$ cat src/hdl/html_entity_escaper_macros.svh
// Assertion macros for the HTML entity escaper.
// Used by the escaper modules; assumes clk and rst_n in scope.
`ifndef HTML_ENTITY_ESCAPER_MACROS_SVH
`define HTML_ENTITY_ESCAPER_MACROS_SVH

// same-cycle implication
`define HESC_ASSERT_IMP(lbl, ante, cons) \
  lbl: assert property (@(posedge clk) disable iff (!rst_n) (ante) |-> (cons)) \
    else $error("hesc assertion failed");

// next-cycle implication
`define HESC_ASSERT_NXT(lbl, ante, cons) \
  lbl: assert property (@(posedge clk) disable iff (!rst_n) (ante) |=> (cons)) \
    else $error("hesc assertion failed");

`endif

$ cat src/hdl/hesc_pkg.sv
// Package for the HTML entity escaper: transaction structs, microcode
// format, microcode ROM and byte classification. No dependencies.
package hesc_pkg;

  localparam int CAPACITY = 4096;
  localparam int FILL_W   = $clog2(CAPACITY);
  localparam int POS_W    = 12;
  localparam int UA_W     = 5;
  localparam int LEN_W    = 3;

  typedef logic [UA_W-1:0]  uaddr_t;
  typedef logic [FILL_W-1:0] fill_t;
  typedef logic [LEN_W-1:0] len_t;

  localparam logic OP_ESCAPE = 1'b0;
  localparam logic OP_RESET  = 1'b1;

  // microcode entry points
  localparam uaddr_t UA_NOTE  = uaddr_t'(0);
  localparam uaddr_t UA_PLAIN = uaddr_t'(1);
  localparam uaddr_t UA_AMP   = uaddr_t'(2);
  localparam uaddr_t UA_LT    = uaddr_t'(7);
  localparam uaddr_t UA_GT    = uaddr_t'(11);
  localparam uaddr_t UA_QUOT  = uaddr_t'(15);
  localparam uaddr_t UA_APOS  = uaddr_t'(21);

  typedef struct packed {
    logic       operation;
    logic [7:0] in_byte;
  } in_t;

  typedef struct packed {
    logic [7:0]       out_byte;
    logic [POS_W-1:0] position;
    logic             byte_valid;
    logic             last_of_run;
    logic             overflow;
    logic [POS_W-1:0] fill_level;
  } out_t;

  typedef enum logic [1:0] {
    SRC_NONE,
    SRC_IN,
    SRC_LIT
  } src_t;

  typedef struct packed {
    src_t       src;
    logic [7:0] lit;
    logic       last;
  } ucode_t;

  // sequencer -> datapath
  typedef struct packed {
    logic   active;
    ucode_t word;
  } ctl_t;

  // datapath -> sequencer
  typedef struct packed {
    logic exec;
    logic go_note;
  } stat_t;

  typedef struct packed {
    uaddr_t start;
    len_t   len;
  } cls_t;

  function automatic ucode_t uw(input src_t s, input logic [7:0] b, input logic l);
    ucode_t w;
    w.src  = s;
    w.lit  = b;
    w.last = l;
    return w;
  endfunction

  function automatic ucode_t ucode_rd(input uaddr_t a);
    ucode_t w;
    case (a)
      UA_NOTE:                w = uw(SRC_NONE, 8'h00, 1'b1);
      UA_PLAIN:               w = uw(SRC_IN,   8'h00, 1'b1);
      UA_AMP:                 w = uw(SRC_LIT,  "&",   1'b0);
      uaddr_t'(UA_AMP + 1):   w = uw(SRC_LIT,  "a",   1'b0);
      uaddr_t'(UA_AMP + 2):   w = uw(SRC_LIT,  "m",   1'b0);
      uaddr_t'(UA_AMP + 3):   w = uw(SRC_LIT,  "p",   1'b0);
      uaddr_t'(UA_AMP + 4):   w = uw(SRC_LIT,  ";",   1'b1);
      UA_LT:                  w = uw(SRC_LIT,  "&",   1'b0);
      uaddr_t'(UA_LT + 1):    w = uw(SRC_LIT,  "l",   1'b0);
      uaddr_t'(UA_LT + 2):    w = uw(SRC_LIT,  "t",   1'b0);
      uaddr_t'(UA_LT + 3):    w = uw(SRC_LIT,  ";",   1'b1);
      UA_GT:                  w = uw(SRC_LIT,  "&",   1'b0);
      uaddr_t'(UA_GT + 1):    w = uw(SRC_LIT,  "g",   1'b0);
      uaddr_t'(UA_GT + 2):    w = uw(SRC_LIT,  "t",   1'b0);
      uaddr_t'(UA_GT + 3):    w = uw(SRC_LIT,  ";",   1'b1);
      UA_QUOT:                w = uw(SRC_LIT,  "&",   1'b0);
      uaddr_t'(UA_QUOT + 1):  w = uw(SRC_LIT,  "q",   1'b0);
      uaddr_t'(UA_QUOT + 2):  w = uw(SRC_LIT,  "u",   1'b0);
      uaddr_t'(UA_QUOT + 3):  w = uw(SRC_LIT,  "o",   1'b0);
      uaddr_t'(UA_QUOT + 4):  w = uw(SRC_LIT,  "t",   1'b0);
      uaddr_t'(UA_QUOT + 5):  w = uw(SRC_LIT,  ";",   1'b1);
      UA_APOS:                w = uw(SRC_LIT,  "&",   1'b0);
      uaddr_t'(UA_APOS + 1):  w = uw(SRC_LIT,  "#",   1'b0);
      uaddr_t'(UA_APOS + 2):  w = uw(SRC_LIT,  "3",   1'b0);
      uaddr_t'(UA_APOS + 3):  w = uw(SRC_LIT,  "9",   1'b0);
      uaddr_t'(UA_APOS + 4):  w = uw(SRC_LIT,  ";",   1'b1);
      default:                w = uw(SRC_NONE, 8'h00, 1'b1);
    endcase
    return w;
  endfunction

  function automatic cls_t cls_of(input logic [7:0] b);
    cls_t c;
    case (b)
      "&":     begin c.start = UA_AMP;   c.len = len_t'(5); end
      "<":     begin c.start = UA_LT;    c.len = len_t'(4); end
      ">":     begin c.start = UA_GT;    c.len = len_t'(4); end
      "\"":    begin c.start = UA_QUOT;  c.len = len_t'(6); end
      "'":     begin c.start = UA_APOS;  c.len = len_t'(5); end
      default: begin c.start = UA_PLAIN; c.len = len_t'(1); end
    endcase
    return c;
  endfunction

endpackage

$ cat src/hdl/hesc_sequencer.sv
// Microcode sequencer: step counter, ROM lookup and dispatch on accept.
// Depends on hesc_pkg and html_entity_escaper_macros.svh.
`include "html_entity_escaper_macros.svh"

module hesc_sequencer (
  input  logic           clk,
  input  logic           rst_n,
  input  logic           in_valid,
  input  hesc_pkg::in_t  in_data,
  input  hesc_pkg::stat_t stat,
  output logic           in_stall,
  output hesc_pkg::ctl_t ctl
);

  logic            active_r, active_nxt;
  hesc_pkg::uaddr_t pc_r, pc_nxt;
  hesc_pkg::ucode_t word;
  hesc_pkg::cls_t  cls;
  logic            accept;

  always_comb begin
    word     = hesc_pkg::ucode_rd(pc_r);
    cls      = hesc_pkg::cls_of(in_data.in_byte);
    in_stall = active_r && !(stat.exec && word.last);
    accept   = in_valid && !in_stall;
    ctl.active = active_r;
    ctl.word   = word;

    active_nxt = active_r;
    pc_nxt     = pc_r;
    if (accept) begin
      active_nxt = 1'b1;
      pc_nxt     = stat.go_note ? hesc_pkg::UA_NOTE : cls.start;
    end else if (stat.exec) begin
      if (word.last) begin
        active_nxt = 1'b0;
      end else begin
        pc_nxt = pc_r + hesc_pkg::uaddr_t'(1);
      end
    end
  end

  always_ff @(posedge clk) begin
    if (!rst_n) begin
      active_r <= 1'b0;
      pc_r     <= hesc_pkg::UA_NOTE;
    end else begin
      active_r <= active_nxt;
      pc_r     <= pc_nxt;
    end
  end

  `HESC_ASSERT_IMP(a_exec_needs_active, stat.exec, active_r)
  `HESC_ASSERT_NXT(a_mid_step_stays, stat.exec && !word.last, active_r)
  `HESC_ASSERT_NXT(a_step_advance, active_r && !stat.exec && !accept, $stable(pc_r))

endmodule

$ cat src/hdl/hesc_datapath.sv
// Datapath: fill counter, sticky overflow, fit check and output register.
// Depends on hesc_pkg and html_entity_escaper_macros.svh.
`include "html_entity_escaper_macros.svh"

module hesc_datapath (
  input  logic            clk,
  input  logic            rst_n,
  input  logic            in_accept,
  input  hesc_pkg::in_t   in_data,
  input  hesc_pkg::ctl_t  ctl,
  input  logic            out_stall,
  output hesc_pkg::stat_t stat,
  output logic            out_valid,
  output hesc_pkg::out_t  out_data
);

  hesc_pkg::fill_t fill_r, fill_nxt, fill_cur, fill_inc;
  logic            ovf_r, ovf_nxt;
  logic [7:0]      byte_r;
  logic            out_valid_r, out_valid_nxt;
  hesc_pkg::out_t  out_data_r, out_data_nxt;
  hesc_pkg::cls_t  cls;
  logic [hesc_pkg::FILL_W:0] need;
  logic            fits;
  logic            exec;

  always_comb begin
    exec     = ctl.active && (!out_valid_r || !out_stall);
    fill_inc = fill_r + hesc_pkg::fill_t'(1);
    fill_cur = (exec && ctl.word.src != hesc_pkg::SRC_NONE) ? fill_inc : fill_r;
    cls      = hesc_pkg::cls_of(in_data.in_byte);
    need     = {1'b0, fill_cur} + (hesc_pkg::FILL_W + 1)'(cls.len);
    fits     = need < (hesc_pkg::FILL_W + 1)'(hesc_pkg::CAPACITY);

    stat.exec    = exec;
    stat.go_note = (in_data.operation == hesc_pkg::OP_RESET) || ovf_r || !fits;

    fill_nxt = fill_cur;
    ovf_nxt  = ovf_r;
    if (in_accept) begin
      if (in_data.operation == hesc_pkg::OP_RESET) begin
        fill_nxt = '0;
        ovf_nxt  = 1'b0;
      end else if (!fits) begin
        ovf_nxt = 1'b1;
      end
    end

    out_data_nxt             = out_data_r;
    out_data_nxt.last_of_run = ctl.word.last;
    out_data_nxt.overflow    = ovf_r;
    unique case (ctl.word.src)
      hesc_pkg::SRC_IN: begin
        out_data_nxt.out_byte   = byte_r;
        out_data_nxt.position   = hesc_pkg::POS_W'(fill_r);
        out_data_nxt.byte_valid = 1'b1;
        out_data_nxt.fill_level = hesc_pkg::POS_W'(fill_inc);
      end
      hesc_pkg::SRC_LIT: begin
        out_data_nxt.out_byte   = ctl.word.lit;
        out_data_nxt.position   = hesc_pkg::POS_W'(fill_r);
        out_data_nxt.byte_valid = 1'b1;
        out_data_nxt.fill_level = hesc_pkg::POS_W'(fill_inc);
      end
      default: begin
        out_data_nxt.out_byte   = '0;
        out_data_nxt.position   = '0;
        out_data_nxt.byte_valid = 1'b0;
        out_data_nxt.fill_level = hesc_pkg::POS_W'(fill_r);
      end
    endcase

    out_valid_nxt = exec ? 1'b1 : (out_valid_r && out_stall);
    out_valid     = out_valid_r;
    out_data      = out_data_r;
  end

  always_ff @(posedge clk) begin
    if (!rst_n) begin
      fill_r      <= '0;
      ovf_r       <= 1'b0;
      out_valid_r <= 1'b0;
    end else begin
      fill_r      <= fill_nxt;
      ovf_r       <= ovf_nxt;
      out_valid_r <= out_valid_nxt;
    end
  end

  always_ff @(posedge clk) begin
    if (in_accept) begin
      byte_r <= in_data.in_byte;
    end
    if (exec) begin
      out_data_r <= out_data_nxt;
    end
  end

  `HESC_ASSERT_IMP(a_no_write_after_ovf, out_valid_r && out_data_r.byte_valid,
                   !out_data_r.overflow)
  `HESC_ASSERT_IMP(a_pos_vs_fill, out_valid_r && out_data_r.byte_valid,
                   out_data_r.fill_level == out_data_r.position + hesc_pkg::POS_W'(1))
  `HESC_ASSERT_IMP(a_ovf_set_on_accept, $rose(ovf_r), $past(in_accept))

endmodule

$ cat src/hdl/html_entity_escaper.sv
// HTML entity escaper top level: microcode sequencer plus datapath.
// Depends on hesc_pkg, hesc_sequencer, hesc_datapath.
//
//   channel   valid      stall      payload
//   input     in_valid   in_stall   in_data  (hesc_pkg::in_t)
//   result    out_valid  out_stall  out_data (hesc_pkg::out_t)
//
// One microcode step per cycle unless out_stall holds it, one result per step:
// a plain byte, reset or dropped byte is one ROM step, an entity 4 to 6 ROM steps.
// The next transaction is taken in the cycle of the final step of the current one.
// Result register decouples the sides; out_stall holds the step counter.
// Synchronous active-low reset clears fill length, overflow and control.

module html_entity_escaper (
  input  logic           clk,
  input  logic           rst_n,
  input  logic           in_valid,
  output logic           in_stall,
  input  hesc_pkg::in_t  in_data,
  output logic           out_valid,
  input  logic           out_stall,
  output hesc_pkg::out_t out_data
);

  hesc_pkg::ctl_t  ctl;
  hesc_pkg::stat_t stat;
  logic            in_accept;

  assign in_accept = in_valid && !in_stall;

  hesc_sequencer u_seq (
    .clk      (clk),
    .rst_n    (rst_n),
    .in_valid (in_valid),
    .in_data  (in_data),
    .stat     (stat),
    .in_stall (in_stall),
    .ctl      (ctl)
  );

  hesc_datapath u_dp (
    .clk       (clk),
    .rst_n     (rst_n),
    .in_accept (in_accept),
    .in_data   (in_data),
    .ctl       (ctl),
    .out_stall (out_stall),
    .stat      (stat),
    .out_valid (out_valid),
    .out_data  (out_data)
  );

endmodule

$ cat config.mk
export PLATFORM = sky130hd
export DESIGN_NAME = html_entity_escaper
export DESIGN_NICKNAME = d
export VERILOG_FILES = /design/src/hdl/hesc_pkg.sv /design/src/hdl/hesc_sequencer.sv /design/src/hdl/hesc_datapath.sv /design/src/hdl/html_entity_escaper.sv
export VERILOG_INCLUDE_DIRS = /design/src /design/src/hdl
export SDC_FILE = /design/constraint.sdc
export NUM_CORES = 1
export LEC_CHECK = 0
export ABC_AREA = 1
export BUFFER_PORTS_ARGS = -buffer_cell sky130_fd_sc_hd__buf_2
export CAP_MARGIN = 20
export CORE_ASPECT_RATIO = 0.8
export CORE_MARGIN = 8
export CORE_UTILIZATION = 27
export CTS_BUF_LIST = sky130_fd_sc_hd__clkbuf_8
export CTS_CLUSTER_SIZE = 12
export DETAILED_ROUTE_END_ITERATION = 8
export PLACE_DENSITY = 0.44
export SETUP_SLACK_MARGIN = 0.5
export SLEW_MARGIN = 20
export SYNTH_ARGS = -nofsm -noshare
export SYNTH_HDL_FRONTEND = slang
export SYNTH_HIERARCHICAL = 1
export SYNTH_SLANG_ARGS = --single-unit
$ cat constraint.sdc
create_clock -name clk -period 3.9 [get_ports clk]
set_input_delay 0.39 -clock clk [delete_from_list [all_inputs] [get_ports clk]]
set_output_delay 0.39 -clock clk [all_outputs]
set_load 0.02 [all_outputs]
## Yosys cells after proc, flatten, opt, wreduce, memory -nomap -nowiden

Memories as Yosys holds them, arrays and structs flattened. A register that Yosys moved wholly into a read port is not among the register bits.
Index checks and enable logic that the tools add are counted.

| word-level totals | value |
|---|---|
| bits in registers | 63 |
| logic and storage cells | 65 |
| memories kept | 1 |
| output and inout port bits | 37 |
| bits in read-only memories | 320 |

Memory list:

| name | words | bits a word | rd ports | clocked after Yosys merged registers in | wr ports | RTL line | RTL |
|---|---|---|---|---|---|---|---|
| (name not given) | 32 | 10 | 1 | 1 | 0 | hesc_pkg.sv:80 | `case (a)` |

| operators by class | value |
|---|---|
| order comparisons | 1 |
| multiplexer cells | 18 |
| reduce and logical (&&, ||, !) cells | 21 |
| equality and inequality tests | 9 |
| add/sub/neg operators | 3 |

Operators with widths:

| kind | count |
|---|---|
| $mux 12 | 4 |
| $pmux 21 s2 | 1 |
| $eq 8x6->1 const B | 5 |
| $pmux 8 s5 | 1 |
| $mux 5 | 6 |
| $add 12x3->13 | 1 |
| $lt 13x13->1 const B | 1 |
| $add 12x1->12 const B | 1 |
| $logic_and 1x1->1 | 6 |
| $mux 1 | 6 |
| $reduce_and 2->1 | 3 |
| $reduce_bool 2->1 | 3 |
| $add 5x1->5 const B | 1 |
| $logic_not 1->1 | 5 |
| $ne 2x2->1 const B | 2 |
| $logic_or 1x1->1 | 3 |
| $eq 2x1->1 const B | 1 |
| $eq 2x2->1 const B | 1 |
| $reduce_or 2->1 | 1 |

## Longest topological paths before layout

Gate-level depths: netlist of the first run.

| depth | value |
|---|---|
| depth after elaboration | 13 |
| depth in mapped cells | 28 |
| gate-level depth less buffers | 26 |

## By module

The synthesis of the first run kept the hierarchy.

Modules (own cells, without submodules):

| module | instances | sequential area each (µm²) | area an instance (µm²) | cells each |
|---|---|---|---|---|
| hesc_datapath | 1 | 1571.5 | 2662.6 | 292 |
| hesc_sequencer | 1 | 300.3 | 1234.9 | 189 |
| html_entity_escaper | 1 | 0.0 | 10.0 | 2 |

## Worst setup path after synthesis of the first run

No wires, ideal clock.

| timing path | value |
|---|---|
| path type | reg2reg |
| start point | register u_seq/word[6] (netlist name) |
| end point | register u_seq/word[3] (netlist name) |
| setup time | 0.113 ns |
| stages on the path, launching flop included | 27 |
| period minus slack after synthesis | 3.182 ns |
| required time | 3.787 ns |
| setup slack | 0.718 ns |
| buffers on the path | 2 |
| arrival | 3.070 ns |
| path through | dfxtp_1 > buf_4 > inv_1 > ha_1 > inv_1 > nand3_1 > buf_2 > o21ai_0 > ha_1 > nand3_1 > nor2_1 > o21ai_0 > nand2_1 > nand3_2 > nand2_1 > nor2_4 > o21ai_0 > nand2_1 > nand2_1 > inv_1 > ha_1 > inv_1 > nor2_1 > nand2_1 > nand3_1 > nand2_1 > nand2_1 |

==> results.cfg, run 1 <==
[timing]
final-max-slew-violation-count = 0
hold_viol = 0
timing.slew.headroom = 0.495
period_share = 0.782
layout_setup_ws_ns = 0.850
period_needed_ns = 3.05
finalSetupTns_ns = 0
setup_viol = 0
fmax_mhz = 328
fin_skew_ns = 0.00889
rsz0062_at_grt = no
tightest_slew_ns = 0.758

[logic_synthesis]
synth_compound_area_frac = 0.0666
synth_seq_cells = 72
yosysWarnings = 6
syn_area_um2 = 3910
synth_top_cell_by_area = edfxtp_1
ys_types = 38
synthMuxAreaShare = 0
synthTopCellsByArea = edfxtp_1, dfxtp_1, nand2_1
synth-async-reset-ratio = 0
syn-num-nets = 510
avgSynthCellArea_um2 = 8.09
synth_edf_count = 43
synth-simple-area-share = 0.316
synth_seq_area_share = 0.479
syn_inst = 483
synth-xor-area-share = 0.00224
synthFlopType = edfxtp_1
synth_top_area_frac = 0.330
synthAdderAreaFrac = 0.0448
synth_top_family_by_area = simple AND/OR/NAND/NOR gates

[run_status]
status = completed

[pwr]
switching_power_mw = 0.443
p_per_area_nw_per_um2 = 348
leakagePower_nw = 1.98
combPwrFrac = 0.140
p_seq_frac = 0.551
intPower_mw = 1.14
swShare = 0.280
pwr-share-clk = 0.309
ir_drop_uv = 166

[global_routing]
antenna_found_initial = 1
overflow = 0
grt_util_all_layers = 0.108
grt_max_degree = 35
first_global_vias = 3103
grt_pass1_wl_mm = 15.7

[flow_run]
maxCapViolCount = 0

[setup_path]
path_max_fanout = 5
critPathBufInv = 2
cp-end-kind = flip-flop
crit_slowest_cell = dfxtp_2
crit_path_start_kind = flip-flop
cp_top_family = simple AND/OR/NAND/NOR gates
path_class = reg -> reg
path_common_cell = nand2_1
cp_slowest_stage_delay_ns = 0.40
worstPathCellList = ha_1 -> nand2_1 -> nor2_1 -> nand2_1 -> nand2_1 -> nand3_1 -> nand2_1 -> nand3_1 -> nor2_1 -> nand3_2 -> nand2_2 -> nor2_4 -> o21ai_1 -> nand2_1 -> nand2_2 -> inv_2 -> ha_1 -> inv_1 -> nor2_1 -> nand2_1 -> nand2_1 -> nand2_1 -> nand3_1
crit_arrival_ns = 3.27
worstPathRequired_ns = 4.12

[cells_and_area]
fillCellCount = 1505
design_area_um2 = 4540
drive_above_1_share = 0.222
nNetsFinal = 562
layout_commonest_cell = nand2_1
syn_to_final_growth_pct = 16.2
layout_common_cells = nand2_1, inv_1, nand3_1

[clock_network]
cts-root-buf = clkbuf_8
cts.sinks = 72
clkLatencyLatePin_ns = 0.35
ctsHoldBuffers = 0
cts_made_buffers = 9
path_clk_slew_ns = 0.07
h-tree-depth = 3
clockBufferDepth = 2
cts_tree = built

[floorplanning]
chipHeight_um = 124
io_pins = 50
rows = 39
die-area_um2 = 18600
die_x_um = 151
core_um2 = 14200
initial_utilization = 0.275

[placement]
place_area_um2 = 4310
place_hpwl_mm = 7.35
place_congestion = 0.857
dp_slack_ns = 0.488
portBuffers = 49

[route]
drc = 0
firstDrtPassIters = 5
drt_iter0_drc = 229
via_per_inst = 4.37
wl_mm = 9.72
antenna_left = 0
wl_per_cell_um = 13.4
route.vias.total = 3167

[worst_hold_path]
hp-class = in -> reg
[power groups by stage]
stage | clock network [mW] | registers (mW) | logic (mW)
2_1_floorplan | 0 | 0.918 | 0.115
3_3_place_gp | 0 | 0.885 | 0.218
3_5_place_dp | 0 | 0.886 | 0.217
4_1_cts | 0.510 | 0.869 | 0.218
5_1_grt | 0.541 | 0.875 | 0.247
6_report | 0.488 | 0.870 | 0.221
[cell type report]
| cell class | count | area (µm²) | share of cell area |
|---|---|---|---|
| Sequential cell | 72 | 1880 | 0.413 |
| Multi-Input combinational cell | 332 | 1710 | 0.377 |
| Timing Repair Buffer | 58 | 317 | 0.0697 |
| Inverter | 62 | 243 | 0.0535 |
| Tap cell | 184 | 230 | 0.0507 |
| Clock buffer | 9 | 124 | 0.0273 |
| Clock inverter | 7 | 33.8 | 0.00744 |
| Antenna cell | 1 | 2.50 | 0.000551 |
[cell families after synthesis]
group           count (synthesis)
simple gates                  270
compound gates                 46
other cells                     1
buf+inv                        79
flops                          72
fa+ha+maj                      14
xor+xnor                        1
[per-layer routing]
layer	wire (µm)	up-vias	global-route usage
met5	0	-	0
met4	193	0	0.0386
met3	728	15	0.0323
met2	3590	91	0.143
met1	5210	1400	0.160
li1	-	1661	-
[registers in the layout (all words and copies together) (netlist names)]
name and flops:
u_dp/ovf_r 1, u_dp/fill_r 12, u_dp/out_valid 1, u_dp/out_data 35, u_seq/pc_r 5, u_dp/byte_r 8
u_seq/word 9, u_seq/active_r 1
[worst paths after layout]
check | startpoint | to | slack [ns] | cells after the start
hold reg to reg | u_seq/word[0]$_DFF_P_ | u_dp/out_data[13]$_DFFE_PP_ | 0.49 | 0
setup / recovery | u_dp/fill_r[0]$_SDFF_PN0_ | u_seq/word[5]$_DFF_P_ | 0.85 | 23
setup reg to reg | u_dp/fill_r[0]$_SDFF_PN0_ | u_seq/word[5]$_DFF_P_ | 0.85 | 23
hold / removal | in_data[7] | u_dp/byte_r[7]$_DFFE_PP_ | 0.27 | 1
[repair_timing]
item,CTS,global route
pin swaps,0,4
gates cloned,0,0
setup buffers,0,3
gates resized for setup,1,21
endpoints found under the setup margin,3,7
[synth_stat cells, drive strengths merged, types with 2 or more instances]
master,n
a21oi,17
inv,61
or2,2
a31oi,2
clkbuf,7
nand3b,2
o21ai,22
o21bai,2
buf,10
edfxtp,43
dfxtp,29
nand2,149
nor2,55
ha,14
nand3,53
nand4,7
[stage by stage]
step	hold slack, ns	util	total power [mW]	cells
2_1_floorplan	0.448	-	1.03	483
3_3_place_gp	0.497	0.304	1.10	705
4_1_cts	0.246	0.315	1.60	721
5_1_grt	0.254	0.320	1.66	725
6_report	0.267	0.320	1.58	725
3_5_place_dp	0.497	0.304	1.10	705
No activity file was read; power rests on OpenSTA's default activity.
==> inputs of run 2 (changes only) <==
--- a/config.mk
+++ b/config.mk
@@ -6,7 +6,7 @@
 export SDC_FILE = /design/constraint.sdc
 export NUM_CORES = 1
 export LEC_CHECK = 0
-export ABC_AREA = 1
+export ABC_AREA = 0
 export BUFFER_PORTS_ARGS = -buffer_cell sky130_fd_sc_hd__buf_2
 export CAP_MARGIN = 20
 export CORE_ASPECT_RATIO = 0.8
@@ -15,7 +15,7 @@
 export CTS_BUF_LIST = sky130_fd_sc_hd__clkbuf_8
 export CTS_CLUSTER_SIZE = 12
 export DETAILED_ROUTE_END_ITERATION = 8
-export PLACE_DENSITY = 0.44
+export PLACE_DENSITY = 0.46
 export SETUP_SLACK_MARGIN = 0.5
 export SLEW_MARGIN = 20
 export SYNTH_ARGS = -nofsm -noshare
==> constraint.sdc (replaced) <==
create_clock -name clk -period 2.5 [get_ports clk]
set_input_delay 0.25 -clock clk [delete_from_list [all_inputs] [get_ports clk]]
set_output_delay 0.25 -clock clk [all_outputs]
set_load 0.02 [all_outputs]
==> run 2 against run 1 <==
Net effect: the run now ends with setup timing left; register-to-register slack got worse by 1.8 ns; worst hold slack got worse by 0.081 ns; wire length increased by 15%; clock-buffer cell count increased by 1; largest cell class is now multi-input combinational cells.
==> results.cfg, run 2 <==
[setup_path]
startpoint = u_seq/active_r$_SDFFE_PN0P_
timing.rr.end = u_seq/word[4]$_DFF_P_
rr_startpoint = u_seq/active_r$_SDFFE_PN0P_
crit_path_start_kind = flip-flop
path_class = reg -> reg
path_max_fanout = 3
r2r_cells = 19
rrSetupSlack_ns = -0.90
worstPathCellList = a21bo_4 -> nor2_4 -> nand2_4 -> xnor2_4 -> ha_4 -> a21oi_4 -> o31ai_4 -> nand4b_1 -> o21ai_2 -> nor2_2 -> nand3_2 -> o31ai_4 -> nand2_2 -> inv_2 -> ha_4 -> inv_2 -> mux2_4 -> o211ai_1 -> o211a_1
cp_slowest_stage_delay_ns = 0.33
worstPathRequired_ns = 2.79
cp_top_family = compound AO/OA/AOI/OAI gates
crit_cells = 19
crit_slowest_cell = dfxtp_2
critPathBufInv = 2
cp-end-kind = flip-flop
cp-endpoint = u_seq/word[4]$_DFF_P_
crit_arrival_ns = 3.69

[logic_synthesis]
syn-num-nets = 382
synthTopCellsByArea = edfxtp_1, dfxtp_1, ha_1
synth_top_area_frac = 0.333
ys_types = 72
yosysMostFrequentCell = edfxtp_1
synth_top_cell_by_area = edfxtp_1
synth_edf_count = 43
synthFlopType = edfxtp_1
synthTopCellsByCount = edfxtp_1, dfxtp_1, nand2_1
synth-async-reset-ratio = 0
syn_inst = 355
syn_area_um2 = 3880
synth_seq_area_share = 0.483
avgSynthCellArea_um2 = 10.9
synth_seq_cells = 72
yosysWarnings = 6

[global_routing]
first_global_vias = 3194
grt_max_degree = 33
overflow = 0
antenna_found_initial = 0
grt.met2_usage = 0.180
grt_util_all_layers = 0.121
grt-busiest-layer = met2
grt_use_met1 = 0.166
grt_use_met3 = 0.0358
grt_pass1_wl_mm = 17.4

[floorplanning]
core_um2 = 14200
io_pins = 50
initial_utilization = 0.274
die-area_um2 = 18500
die_x_um = 150
chipHeight_um = 123
rows = 39

[placement]
place_congestion = 0.811
portBuffers = 49
place_hpwl_mm = 7.81

[cells_and_area]
layout_common_cells = buf_4, buf_2, edfxtp_1
drive_above_1_share = 0.546
layout_commonest_cell = buf_4
syn_to_final_growth_pct = 52.5
largest_reg_flops = 35
diodes = 0
fillCellCount = 1401
nNetsFinal = 546

[clock_network]
clkLatencyLatePin_ns = 0.35
cts.sinks = 72
cts-root-buf = clkbuf_8
ctsHoldBuffers = 0
cts_made_buffers = 9
h-tree-depth = 3
clockBufferDepth = 2
cts_tree = built
path_clk_slew_ns = 0.08

[timing]
setup_viol = 34
whs_ns = 0.186
period_share = 1.36
rsz0062_at_grt = yes
tightest_slew_ns = 0.596
layout_setup_ws_ns = -0.901
timing.slew.headroom = 0.602
fin_skew_ns = 0.00920
hold_viol = 0
fmax_mhz = 294
period_needed_ns = 3.40
final-max-slew-violation-count = 0

[route]
drt_iter0_drc = 296
firstDrtPassIters = 4
wl_per_cell_um = 15.8
drc = 0
route.vias.total = 3210
wl_mm = 11.2
antenna_left = 0
via_per_inst = 4.53

[pwr]
leakagePower_nw = 2.50
p_per_area_nw_per_um2 = 492
ir_drop_uv = 228
power_mw = 2.91

[run_status]
violations = setup timing
status = finished, violations left

[worst_hold_path]
hp-class = in -> reg

[flow_run]
maxCapViolCount = 0
## run 2: timing repair
action,4_1_cts,5_1_grt
setup endpoints to repair,21,35
setup buffers,37,6
gates resized for setup,50,56
pin swaps,33,27
cloned,0,1
## run 2: stage by stage
step / setup TNS, ns / worst slack [ns] / instances / instance area, µm² / util
after floorplan: -7.55 / -0.949 / 355 / 3990 / -
after global placement: -11.48 / -1.13 / 648 / 4920 / 0.348
after detailed placement: -12.96 / -1.27 / 648 / 4920 / 0.348
after CTS: -20.06 / -0.894 / 701 / 5630 / 0.398
after global routing: -21.62 / -1.07 / 708 / 5910 / 0.418
final: -18.76 / -0.901 / 708 / 5910 / 0.418
## run 2: routing by layer
| metal | wire, µm | up-vias |
|---|---|---|
| met2 | 4890 | 62 |
| met3 | 705 | 16 |
| met1 | 5390 | 1537 |
| li1 | - | 1595 |
| met4 | 180 | 0 |
| met5 | 0 | - |
## run 2: worst min path at each step
stage / slack (ns) / depth (start not counted) / endpoint / startpoint
final: 0.19 / 3 / u_dp/out_valid$_SDFF_PN0_ / out_stall
after global routing: 0.20 / 2 / u_dp/byte_r[1]$_DFFE_PP_ / in_data[1]
after CTS: 0.17 / 3 / u_dp/out_valid$_SDFF_PN0_ / out_stall
after detailed placement: 0.51 / 0 / u_dp/out_data[12]$_DFFE_PP_ / u_dp/ovf_r$_SDFFE_PN0P_
after global placement: 0.52 / 2 / u_dp/ovf_r$_SDFFE_PN0P_ / u_dp/ovf_r$_SDFFE_PN0P_
after floorplan: 0.35 / 0 / u_dp/byte_r[0]$_DFFE_PP_ / in_data[0]
## run 2: cell families after synthesis
group | share of synthesized area
xor+xnor | 0.0562
mux | 0.0174
compound gates | 0.134
flops | 0.483
fa+ha+maj | 0.0452
simple gates | 0.207
other cells | 0.000967
buf+inv | 0.0562
## run 2: area by class of cell
| class | count | area (µm²) | area share |
|---|---|---|---|
| Timing Repair Buffer | 172 | 1330 | 0.225 |
| Sequential cell | 72 | 1870 | 0.317 |
| Clock inverter | 6 | 82.6 | 0.0140 |
| Clock buffer | 10 | 138 | 0.0233 |
| Inverter | 16 | 76.3 | 0.0129 |
| Multi-Input combinational cell | 248 | 2180 | 0.369 |
| Tap cell | 184 | 230 | 0.0390 |
## run 2: worst register-to-register path, cell delays in order, from the launching register on
cell and delay (ns):
dfxtp_2 0.33, a21bo_4 0.24, nor2_4 0.17, nand2_4 0.08, xnor2_4 0.17, ha_4 0.24
a21oi_4 0.17, o31ai_4 0.09, nand4b_1 0.14, o21ai_2 0.11, nor2_2 0.12, nand3_2 0.12
o31ai_4 0.31, nand2_2 0.13, inv_2 0.09, ha_4 0.14, inv_2 0.04, mux2_4 0.27
o211ai_1 0.16, o211a_1 0.20
## run 2: report_power, final
part           internal, mW  switching, mW  total [mW]
registers              1.32         0.0245        1.34
clock network         0.584          0.456        1.04
logic                 0.245          0.277       0.522
